`src/rtl/ppvs_pkg.sv`:
```
`timescale 1ns / 1ps
`default_nettype none

package ppvs_pkg;

    localparam int MAX_ENTRIES = 4096;
    localparam int VALUE_BITS = 16;
    localparam int PAL_BITS = 8;
    localparam int PAL_DEPTH = 256;
    localparam int DATA_WORDS = 1024;
    localparam int WORD_BITS = 64;

    localparam logic [1:0] CMD_GET = 2'd0;
    localparam logic [1:0] CMD_SET = 2'd1;
    localparam logic [1:0] CMD_FILL = 2'd2;

    localparam logic [1:0] CFG_ENTRY_COUNT = 2'd0;
    localparam logic [1:0] CFG_MIN_BITS = 2'd1;
    localparam logic [1:0] CFG_MAX_BITS = 2'd2;
    localparam logic [1:0] CFG_DIRECT_BITS = 2'd3;

    typedef enum logic [1:0] {
        MODE_SINGLE = 2'd0,
        MODE_PALETTE = 2'd1,
        MODE_DIRECT = 2'd2
    } mode_t;

    typedef enum logic [4:0] {
        S_IDLE,
        S_DECODE,
        S_NEW_P0,
        S_NEW_P1,
        S_PSRCH_A,
        S_PSRCH_C,
        S_LOC_GO,
        S_LOC,
        S_WRD,
        S_WDAT,
        S_PDAT,
        S_RB_INIT,
        S_RB_WRD,
        S_RB_WDAT,
        S_RB_PDAT,
        S_RB_SA,
        S_RB_SC,
        S_RB_SNAP,
        S_RB_DECIDE,
        S_RB_P2A,
        S_RB_P2D,
        S_CLR,
        S_DONE
    } state_t;

    // packed position of one entry
    typedef struct packed {
        logic [9:0] word;
        logic [5:0] shift;
    } loc_t;

    // entries per 64-bit word
    function automatic logic [6:0] per_of(input logic [4:0] w);
        logic [6:0] p;
        begin
            case (w)
                5'd1: p = 7'd64;
                5'd2: p = 7'd32;
                5'd3: p = 7'd21;
                5'd4: p = 7'd16;
                5'd5: p = 7'd12;
                5'd6: p = 7'd10;
                5'd7: p = 7'd9;
                5'd8: p = 7'd8;
                5'd9: p = 7'd7;
                5'd10: p = 7'd6;
                5'd11: p = 7'd5;
                5'd12: p = 7'd5;
                default: p = 7'd4;
            endcase
            return p;
        end
    endfunction

    // floor(65536 / per_of(w))
    function automatic logic [14:0] recip_of(input logic [4:0] w);
        logic [14:0] r;
        begin
            case (w)
                5'd1: r = 15'd1024;
                5'd2: r = 15'd2048;
                5'd3: r = 15'd3120;
                5'd4: r = 15'd4096;
                5'd5: r = 15'd5461;
                5'd6: r = 15'd6553;
                5'd7: r = 15'd7281;
                5'd8: r = 15'd8192;
                5'd9: r = 15'd9362;
                5'd10: r = 15'd10922;
                5'd11: r = 15'd13107;
                5'd12: r = 15'd13107;
                default: r = 15'd16384;
            endcase
            return r;
        end
    endfunction

    function automatic logic [63:0] wmask(input logic [4:0] w);
        logic [64:0] t;
        begin
            t = (65'd1 << w) - 65'd1;
            return t[63:0];
        end
    endfunction

    function automatic logic [3:0] clamp_pal(input logic [3:0] v);
        begin
            if (v == 4'd0) return 4'd1;
            if (v > 4'd8) return 4'd8;
            return v;
        end
    endfunction

    function automatic logic [4:0] clamp_dir(input logic [4:0] v);
        begin
            if (v == 5'd0) return 5'd1;
            if (v > 5'd16) return 5'd16;
            return v;
        end
    endfunction

    // smallest b with 2^b >= count
    function automatic logic [3:0] bits_for(input logic [8:0] count);
        logic [3:0] b;
        begin
            b = 4'd8;
            for (int i = 8; i >= 0; i--) begin
                if ((9'd1 << i) >= count) b = 4'(i);
            end
            return b;
        end
    endfunction

endpackage

`default_nettype wire

```
`src/rtl/ppvs_locate.sv`:
```
`timescale 1ns / 1ps
`default_nettype none

// entry index -> word and bit offset, pipelined, reciprocal divide
module ppvs_locate import ppvs_pkg::*;
(
    input  wire logic       clk,
    input  wire logic       rst_n,
    input  wire logic       start,
    input  wire logic [11:0] index,
    input  wire logic [4:0] width,
    output logic            done,
    output loc_t            loc
);

    logic        v1_reg, v2_reg, v3_reg, v4_reg;
    logic [26:0] prod_reg;
    logic [11:0] idx_reg;
    logic [4:0]  w_reg;
    logic [6:0]  per_reg;
    logic [9:0]  q0_reg;
    logic [7:0]  rem_reg;
    logic [9:0]  word_reg;
    logic [5:0]  r_reg;
    logic [5:0]  shift_reg;

    logic [16:0] qp;
    logic [11:0] diff;
    logic [10:0] rw;

    always_comb
    begin
        qp = 17'(prod_reg[25:16]) * 17'(per_reg);
        diff = idx_reg - qp[11:0];
        rw = 11'(r_reg) * 11'(w_reg);
    end

    always_ff @(posedge clk or negedge rst_n)
    begin
        if (!rst_n)
        begin
            v1_reg <= 1'b0;
            v2_reg <= 1'b0;
            v3_reg <= 1'b0;
            v4_reg <= 1'b0;
        end
        else
        begin
            v1_reg <= start;
            v2_reg <= v1_reg;
            v3_reg <= v2_reg;
            v4_reg <= v3_reg;
        end
    end

    always_ff @(posedge clk)
    begin
        if (start)
        begin
            prod_reg <= 27'(index) * 27'(recip_of(width));
            idx_reg <= index;
            w_reg <= width;
            per_reg <= per_of(width);
        end
        q0_reg <= prod_reg[25:16];
        rem_reg <= diff[7:0];
        // estimate is low by at most one
        if ({1'b0, rem_reg} >= {2'b0, per_reg})
        begin
            word_reg <= q0_reg + 10'd1;
            r_reg <= 6'(rem_reg - {1'b0, per_reg});
        end
        else
        begin
            word_reg <= q0_reg;
            r_reg <= rem_reg[5:0];
        end
        shift_reg <= rw[5:0];
    end

    assign done = v4_reg;
    assign loc.word = word_reg;
    assign loc.shift = shift_reg;

endmodule

`default_nettype wire

```
`config.mk`:
```
export PLATFORM = sky130hd
export DESIGN_NAME = ppvs_locate
export DESIGN_NICKNAME = d
export VERILOG_FILES = /design/src/rtl/ppvs_pkg.sv /design/src/rtl/ppvs_locate.sv
export SDC_FILE = /design/constraint.sdc
export NUM_CORES = 1
export LEC_CHECK = 0
export BUFFER_PORTS_ARGS = -buffer_cell sky130_fd_sc_hd__buf_2
export CAP_MARGIN = 20
export CORE_MARGIN = 1.5
export CORE_UTILIZATION = 40
export DETAILED_ROUTE_END_ITERATION = 7
export PLACE_DENSITY = 0.66
export SLEW_MARGIN = 25
export SYNTH_ARGS = -nofsm -noshare
export SYNTH_HDL_FRONTEND = slang
export SYNTH_SLANG_ARGS = --single-unit
```
`constraint.sdc`:
```
create_clock -name clk -period 4.11 [get_ports clk]
set_input_delay 0.2055 -clock clk [delete_from_list [all_inputs] [get_ports clk]]
set_output_delay 0.2055 -clock clk [all_outputs]
set_load 0.1 [all_outputs]
```
; Yosys cells after proc, flatten, opt, wreduce, memory -nomap -nowiden
; Memory sizes are Yosys's and may differ from the RTL's. A register that Yosys moved wholly into a read port is not among the register bits.
; Cells that the tools add are included.
[totals]
mem_count = 2
romBits = 352
inputBits = 20
regBits = 83
wordCells = 25
[classes]
muxes = 4
multipliers = 3
magnitude_cmp = 1
add_sub_neg = 3
[mem_list]
columns = name, words, word_bits, read_ports, rd_ports_with_merged_regs, write_ports, line_no
row1 = (name not given), 16, 15, 1, 0, 0, ppvs_pkg.sv:87  ; case (w)
row2 = (name not given), 16, 7, 1, 1, 0, ppvs_pkg.sv:64  ; case (w)
[ops]
columns = cell, count
row1 = $mux 15, 2
row2 = $mul 12x15->26, 1
row3 = $add 10x1->10 const B, 1
row4 = $mul 10x7->8, 1
row5 = $mux 10, 1
row6 = $ge 8x7->1, 1
row7 = $sub 8x8->8, 1
row8 = $mul 6x5->6, 1
row9 = $mux 6, 1
row10 = $sub 6x6->6, 1

; Logic depth before layout (Yosys ltp)
; Gate-level depths: netlist (run 1).
; An unclocked memory read counts as a cell.
[logic_depth]
ltp_word = 4
mapped_depth = 26
ltp_nobuf = 25

; Worst setup path after synthesis (run 1)
; OpenSTA, ideal clock, no wires.
[synth_path]
kind = input to register
startpoint = input port width[3]
endpoint = register prod_reg[23] (data pin)
path_slack_ps = -1999
required_time_ps = 3945
stages = 24
arrival_ps = 5945
setup_time_ps = 165
cell_sequence = buf_2 inv_1 nor2_1 nand2_1 a21oi_1 o21a_1 clkbuf_1 nand2_1 fa_1 fa_1 inv_1 fa_1 fa_1 inv_1 fa_1 inv_1 ha_1 a21oi_1 a21oi_1 nor3_1 a2bb2oi_1 o31ai_4 or4_1 o31ai_2
[synth_via]
elab_chain_cells = 4
[synth_rtl]
columns = item, line_no
row1 = "start, declared", ppvs_locate.sv:11  ; input wire logic [4:0] width,
row2 = $mem_v2 16x15, --
row3 = $mux 15, ppvs_pkg.sv:87
row4 = $mux 15, ppvs_locate.sv:58  ; if (start)
row5 = $mul 12x15->26, ppvs_locate.sv:60  ; prod_reg <= 27'(index) * 27'(recip_of(width));
row6 = "end signal, assigned", ppvs_locate.sv:60
row7 = "end, declared", ppvs_locate.sv:17  ; logic [26:0] prod_reg;
; Every way passes these cells. The select of a mux whose other input is x is not followed.
; A chain may end at the register's enable or synchronous reset.

; Final worst setup path (run 1)
[layout_path]
startpoint = input port width[0]
endpoint = register prod_reg[25] (data pin)
; Same word-level chain as after synthesis.

==> run summary, run 1 <==
outcome - finished, violations left
failing checks - negative setup slack
Hold Crit Class - input port to async pin
RSZ-0062 raised after global routing - true
sequential fraction of the synthesis area - 18.9%
Syn-to-layout area delta - 23.3%
antenna violations before repair - 0
Worst slew margin - 52.3%
total grt overflow - 0
clk sink count - 74
Psw - 3.09 mW
vias - 7280
Reg2Reg Depth - 11
arrival time worst endpoint - 5.49 ns
min setup slack post-route - -1.30 ns
CTS Buffer Depth - 2
Int Pwr - 3.60 mW
FF-to-FF Start - per_reg[5]$_SDFFCE_PP0P_
count of warnings emitted by yosys - 0
Crit path largest cell delay - 0.55 ns
Inserted Clock Buffers - 9
critical path launch point type - input port
Critical Path RT - 4.20 ns
Ports - 37
first-iteration detailed-routing DRC count - 386
Mean Syn Cell Area - 9.32 sq um
Die Y - 158 microns
final hold vios - 0
Post-synth ARST share - 5.41%
setup_tns - -12.05 ns
most frequent cell after synthesis - inv_1
kind of critical path - input port to flip-flop
H-tree depth - 3
Period minus WS final - 5.41 ns
Tot GR Track Use - 19.3%
commonest cells in the netlist - inv_1, nand2_1, fa_1
first-pass GRT wire length - 37300 microns
ratio of cells with drive above 1 in the final layout - 22.9%
Starting Density - 40.7%
CTS tree - done
Pre-antenna DRT Iters - 5
diode count - 0
drt drc - 0
Die W - 158 microns
PnR Total Power - 6.69 mW
Core Region - 23500 sq um
Max Freq - 185 MHz
Clk pwr share - 11.6%
Nets - 1449
worst skew pair latency - 0.33 ns
Peak supply drop - 730 uV
final setup skew - 0.00512 ns
sw frac - 46.2%
Cell Chain, Critical Path - buf_8 -> clkinvlp_4 -> buf_6 -> ha_4 -> and3_4 -> a21oi_1 -> nor2_1 -> buf_4 -> nand2_1 -> fa_1 -> inv_1 -> fa_1 -> fa_1 -> fa_1 -> inv_1 -> fa_1 -> inv_1 -> ha_1 -> nand4_1 -> a211o_1 -> buf_6 -> o31ai_4 -> a31oi_1 -> xnor2_1
Post-Synthesis Cells - 1025
final core occ - 50.2%
CP max stage cell - fa_1
P_leak - 5.78 nW
post-DR wirelength/cell - 14.9 microns
Worst Tran Pin Value - 0.714 ns
Routed Wire Length - 22500 microns
Crit. End Element - flip-flop
Post-Syn Area - 9550 sq um
Critical path origin - width[0]
top cells by area, synth - fa_1, ha_1, edfxtp_1, dfxtp_1, inv_1
CTS clk-pin slew, worst paths - 0.06 ns
Worst Path Max Fanout - 5
Die Area - 24800 sq um
PortBufs - 36
Crit path top cell by count - fa_1
vias per cell - 4.84
Routed Antenna Nets - 0
largest net degree at the start of global routing - 32
register bit total from synthesis - 74
number of endpoints failing setup at the final stage - 10
RePlAce Congestion - 0.933
EDFF count, synth - 30
hold slack - 0.208 ns
area share of the largest cell type after synthesis - 31.9%
share of power burned in registers - 18.8%
post-DP HPWL - 18800 microns
vias in the first global route - 7624
cell taking the most area after synthesis - fa_1
Logic pwr share - 69.6%
Power per Cell Area - 568 nW/um^2
max cap viols - 0
Netlist cell types - 52
main flop type after synthesis - dfxtp_1
fin crit share - 132%
row cnt - 56
post-synthesis net count - 1293
max-slew violations - 0
root buf cell - clkbuf_16
cells in the final DEF (no fill, tap or decap), types with 4 or more instances in the layout:
master / Yosys / layout
nand2_2: 0 / 5
ha_4: 0 / 8
buf_6: 0 / 8
nor2_1: 36 / 30
clkbuf_16: 0 / 9
nor2b_1: 8 / 7
and3_1: 10 / 8
dfrtp_1: 4 / 4
xnor2_1: 43 / 43
inv_2: 0 / 7
ha_1: 96 / 86
nor2_2: 1 / 6
o21ai_0: 11 / 8
xor2_1: 11 / 11
nand2_1: 157 / 152
fa_2: 0 / 7
o21bai_1: 4 / 4
buf_2: 1 / 34
nand3_1: 14 / 11
dfxtp_1: 40 / 40
buf_4: 1 / 129
nand4_1: 9 / 9
inv_1: 210 / 200
and2_1: 77 / 70
a21o_1: 10 / 10
a21oi_1: 26 / 18
and2_4: 0 / 7
edfxtp_1: 30 / 30
fa_1: 152 / 145
a21oi_2: 0 / 7
metrics by stage:
step / cell area (sq um) / instances / worst slack (ns)
2_1_floorplan: 9680 / 1025 / -1.33
3_3_place_gp: 11100 / 1474 / -1.77
3_5_place_dp: 11100 / 1474 / -1.90
4_1_cts: 11700 / 1504 / -1.28
5_1_grt: 11800 / 1505 / -1.48
6_report: 11800 / 1505 / -1.30
per-layer routing:
| layer | vias to the layer above | track usage [%] | wire [microns] |
|---|---|---|---|
| li1 | 3459 | - | - |
| met1 | 3620 | 24.7 | 9980 |
| met2 | 171 | 33.9 | 11100 |
| met3 | 30 | 3.52 | 1080 |
| met4 | 0 | 4.22 | 337 |
| met5 | - | 0 | 0 |
worst paths after layout:
path	endpoint	slack, ns
max reg2reg	rem_reg[7]$_DFF_P_	0.44
max	prod_reg[25]$_DFFE_PP_	-1.30
min reg2reg	v3_reg$_DFF_PN0_	0.35
min in group clk	w_reg[3]$_DFFE_PP_	0.22
max in group asynchronous	v2_reg$_DFF_PN0_	3.78
min	v3_reg$_DFF_PN0_	0.21
logic make-up after synthesis:
family / count (synthesis) / synth area share [%]
and+or+nand+nor: 325 / 16.2
AOI/OAI and AO/OA: 78 / 5.44
adders and majority gates: 248 / 44.4
DFF: 74 / 18.9
muxes: 5 / 0.550
buffers and inverters: 241 / 9.52
xor gates and xnor gates: 54 / 4.95
cell type report:
type / instances / area, sq um
clock buffers: 9 / 225
clock inverters: 7 / 75.1
fillers: 2174 / 11700
inverters: 210 / 798
multi-input cells: 710 / 7160
flip-flops and latches: 74 / 1800
well taps: 319 / 399
repair buffers: 176 / 1310
power by group through the flow:
stage | clock [mW] | combinational (mW) | sequential, mW
floorplan | 0 | 3.04 | 1.77
global placement | 0 | 4.41 | 1.27
detailed placement | 0 | 4.57 | 1.27
CTS | 0.792 | 4.68 | 1.26
global route | 0.820 | 5.23 | 1.29
finish | 0.776 | 4.65 | 1.26
timing repair:
| action | CTS | global route |
|---|---|---|
| hold buffers | 1 | 0 |
| pin swaps | 41 | 25 |
| hold endpoints to repair | 4 | 0 |
| setup endpoints to repair | 10 | 10 |
| gates resized for setup | 58 | 18 |
| setup buffers | 14 | 1 |
critical path, delay by kind of cell:
kind | cells | cell delay, ns
fa+ha+maj | 7 | 2.94
compound gates | 4 | 0.86
simple gates | 4 | 0.58
xor+xnor | 1 | 0.14
buf+inv | 8 | 0.78
No activity file was read; power rests on OpenSTA's default activity.
==> run 2, diff against run 1 <==
--- a/config.mk
+++ b/config.mk
@@ -7,10 +7,12 @@
 export LEC_CHECK = 0
 export BUFFER_PORTS_ARGS = -buffer_cell sky130_fd_sc_hd__buf_2
 export CAP_MARGIN = 20
+export CELL_PAD_IN_SITES_DETAIL_PLACEMENT = 2
+export CELL_PAD_IN_SITES_GLOBAL_PLACEMENT = 2
 export CORE_MARGIN = 1.5
 export CORE_UTILIZATION = 40
 export DETAILED_ROUTE_END_ITERATION = 7
-export PLACE_DENSITY = 0.66
+export PLACE_DENSITY = 0.9
 export SLEW_MARGIN = 25
 export SYNTH_ARGS = -nofsm -noshare
 export SYNTH_HDL_FRONTEND = slang
==> run summary, run 2 (synthesis results as in run 1) <==
outcome - finished, violations left
failing checks - negative setup slack
max-slew violations - 0 (unchanged)
CTS clk-pin slew, worst paths - 0.08 ns (+0.02 ns)
final hold vios - 0 (unchanged)
vias in the first global route - 10600 (+38%)
Worst Path Max Fanout - 9 (+4)
Nets - 1480 (+2.1%)
HP Start - width[4]
setup_tns - -21.58 ns (-9.53 ns)
critical path launch point type - input port
Reg2Reg Depth - 13 (+2)
ratio of cells with drive above 1 in the final layout - 26.0% (+3.0 points)
most frequent cells in the layout - inv_1, buf_4, nand2_1
Tot GR Track Use - 40.8% (+21 points)
Inserted Clock Buffers - 9 (unchanged)
Starting Density - 40.7% (unchanged)
H-tree depth - 3 (unchanged)
hold slack - 0.167 ns (-0.0410 ns)
dpl cell area - 11100 sq um (about the same)
Pre-antenna DRT Iters - 6 (+1)
vias - 9262 (+27%)
fin crit share - 154% (+22 points)
number of endpoints failing setup at the final stage - 12 (+2)
worst skew pair latency - 0.37 ns (+0.04 ns)
vias per cell - 6.03 (+25%)
Die Y - 158 microns (unchanged)
Crit. End Element - flip-flop
Worst slew margin - 38.2% (-14 points)
Routed Wire Length - 56900 microns (+150%)
CTS tree - done
Critical Path RT - 4.23 ns (+0.03 ns)
kind of critical path - input port to flip-flop
Final Cell Area - 12300 sq um (+4.1%)
Reg2Reg Setup Slack - -0.16 ns (-0.60 ns)
antenna violations before repair - 4 (+4)
Power per Cell Area - 756 nW/um^2 (+33%)
r2r endpoint - rem_reg[6]$_DFF_P_
min setup slack post-route - -2.21 ns (-0.909 ns)
Core Region - 23500 sq um (unchanged)
Routed Antenna Nets - 0 (unchanged)
max cap viols - 0 (unchanged)
row cnt - 56 (unchanged)
Die W - 158 microns (unchanged)
root buf cell - clkbuf_16
hold path endpoint - w_reg[4]$_DFFE_PP_
Hold Crit Class - input port to flip-flop
Die Area - 24800 sq um (unchanged)
Hold Crit Depth - 1
Syn-to-layout area delta - 28.3%
arrival time worst endpoint - 6.44 ns (+0.95 ns)
first-pass GRT wire length - 71100 microns (+91%)
clk sink count - 74 (unchanged)
FF-to-FF Start - per_reg[1]$_SDFFCE_PP0P_
post-DR wirelength/cell - 37.0 microns (+150%)
Max Freq - 158 MHz (-14%)
most common cell after layout, fill and taps aside - inv_1
Peak supply drop - 935 uV (+28%)
RSZ-0062 raised after global routing - true
final core occ - 52.2% (+2.0 points)
total grt overflow - 0 (unchanged)
largest net degree at the start of global routing - 32 (unchanged)
first-iteration detailed-routing DRC count - 877 (+130%)
post-DP HPWL - 31200 microns (+66%)
PortBufs - 36 (unchanged)
Period minus WS final - 6.32 ns (+0.909 ns)
drt drc - 0 (unchanged)
RePlAce Congestion - 0.936 (+0.30%)
P_leak - 5.96 nW (+3.2%)
CTS Buffer Depth - 2 (unchanged)
Worst Tran Pin Value - 0.925 ns (+0.211 ns)
final setup skew - 0.0117 ns (+0.00657 ns)
Ports - 37 (unchanged)
==> run 2: changes by cell type in the layout (fill, tap and decap cells not counted), sizes merged <==
cell	delta
inv	-2
buf	+31
clkinv	-2
clkinvlp	+2
clkbuf	+2
diode	+1
==> run 2: cell type report <==
cell class | instances | area (sq um)
Clock inverter | 5 | 60.1
Multi-Input combinational cell | 710 | 7350
Sequential cell | 74 | 1800
Fill cell | 2426 | 11200
Timing Repair Buffer | 207 | 1590
Tap cell | 319 | 399
Inverter | 210 | 802
Clock buffer | 11 | 254
Antenna cell | 1 | 2.50
==> run 2: timing repair <==
action                     CTS  global route
setup endpoints to repair   10            11
hold endpoints to repair     4             0
resized for setup           71            41
pin swaps                   34            40
gates cloned                 1             0
buffers inserted            15            30
hold buffers                 1             0
==> run 2: power by group <==
group	internal [mW]	total [mW]	switching (mW)
clock network	0.512	0.907	0.395
registers	1.11	1.36	0.257
logic	2.51	6.99	4.49
==> run 2: worst max path at each step <==
stage / end / depth (start not counted) / slack [ns] / start
6_report: prod_reg[25]$_DFFE_PP_ / 26 / -2.21 / width[0]
5_1_grt: prod_reg[25]$_DFFE_PP_ / 31 / -2.22 / width[0]
4_1_cts: prod_reg[22]$_DFFE_PP_ / 28 / -1.63 / width[0]
3_5_place_dp: prod_reg[23]$_DFFE_PP_ / 22 / -2.33 / width[0]
3_3_place_gp: prod_reg[23]$_DFFE_PP_ / 26 / -1.82 / width[0]
2_1_floorplan: prod_reg[23]$_DFFE_PP_ / 23 / -1.33 / width[1]
==> run 2: per-stage QoR <==
step	setup slack, ns	total power [mW]	instances
after CTS	-1.63	8.06	1509
after global placement	-1.82	5.74	1476
after detailed placement	-2.33	6.59	1476
after floorplan	-1.33	4.81	1025
final	-2.21	9.27	1537
after global routing	-2.22	9.48	1536
==> run 2: layer usage <==
layer,vias to the layer above,routed length [microns],GRT usage (%)
li1,3509,-,-
met1,4711,19300,42.6
met2,694,27300,72.8
met3,346,4670,8.20
met4,2,5610,29.9
met5,-,13,0
==> run 2: critical path, stage by stage <==
cell and delay (ns):
buf_8 0.09, clkinvlp_4 0.14, buf_4 0.19, ha_2 0.22
a22oi_2 0.25, nor2_1 0.10, buf_4 0.18, buf_4 0.18
and2_1 0.19, fa_1 0.55, inv_1 0.08, fa_1 0.57
inv_1 0.09, fa_1 0.47, fa_1 0.52, inv_1 0.06
fa_1 0.57, inv_2 0.10, ha_4 0.31, and2_4 0.19
nand2_1 0.16, buf_4 0.20, o31ai_4 0.39, buf_4 0.20
a31oi_4 0.08, xnor2_1 0.15
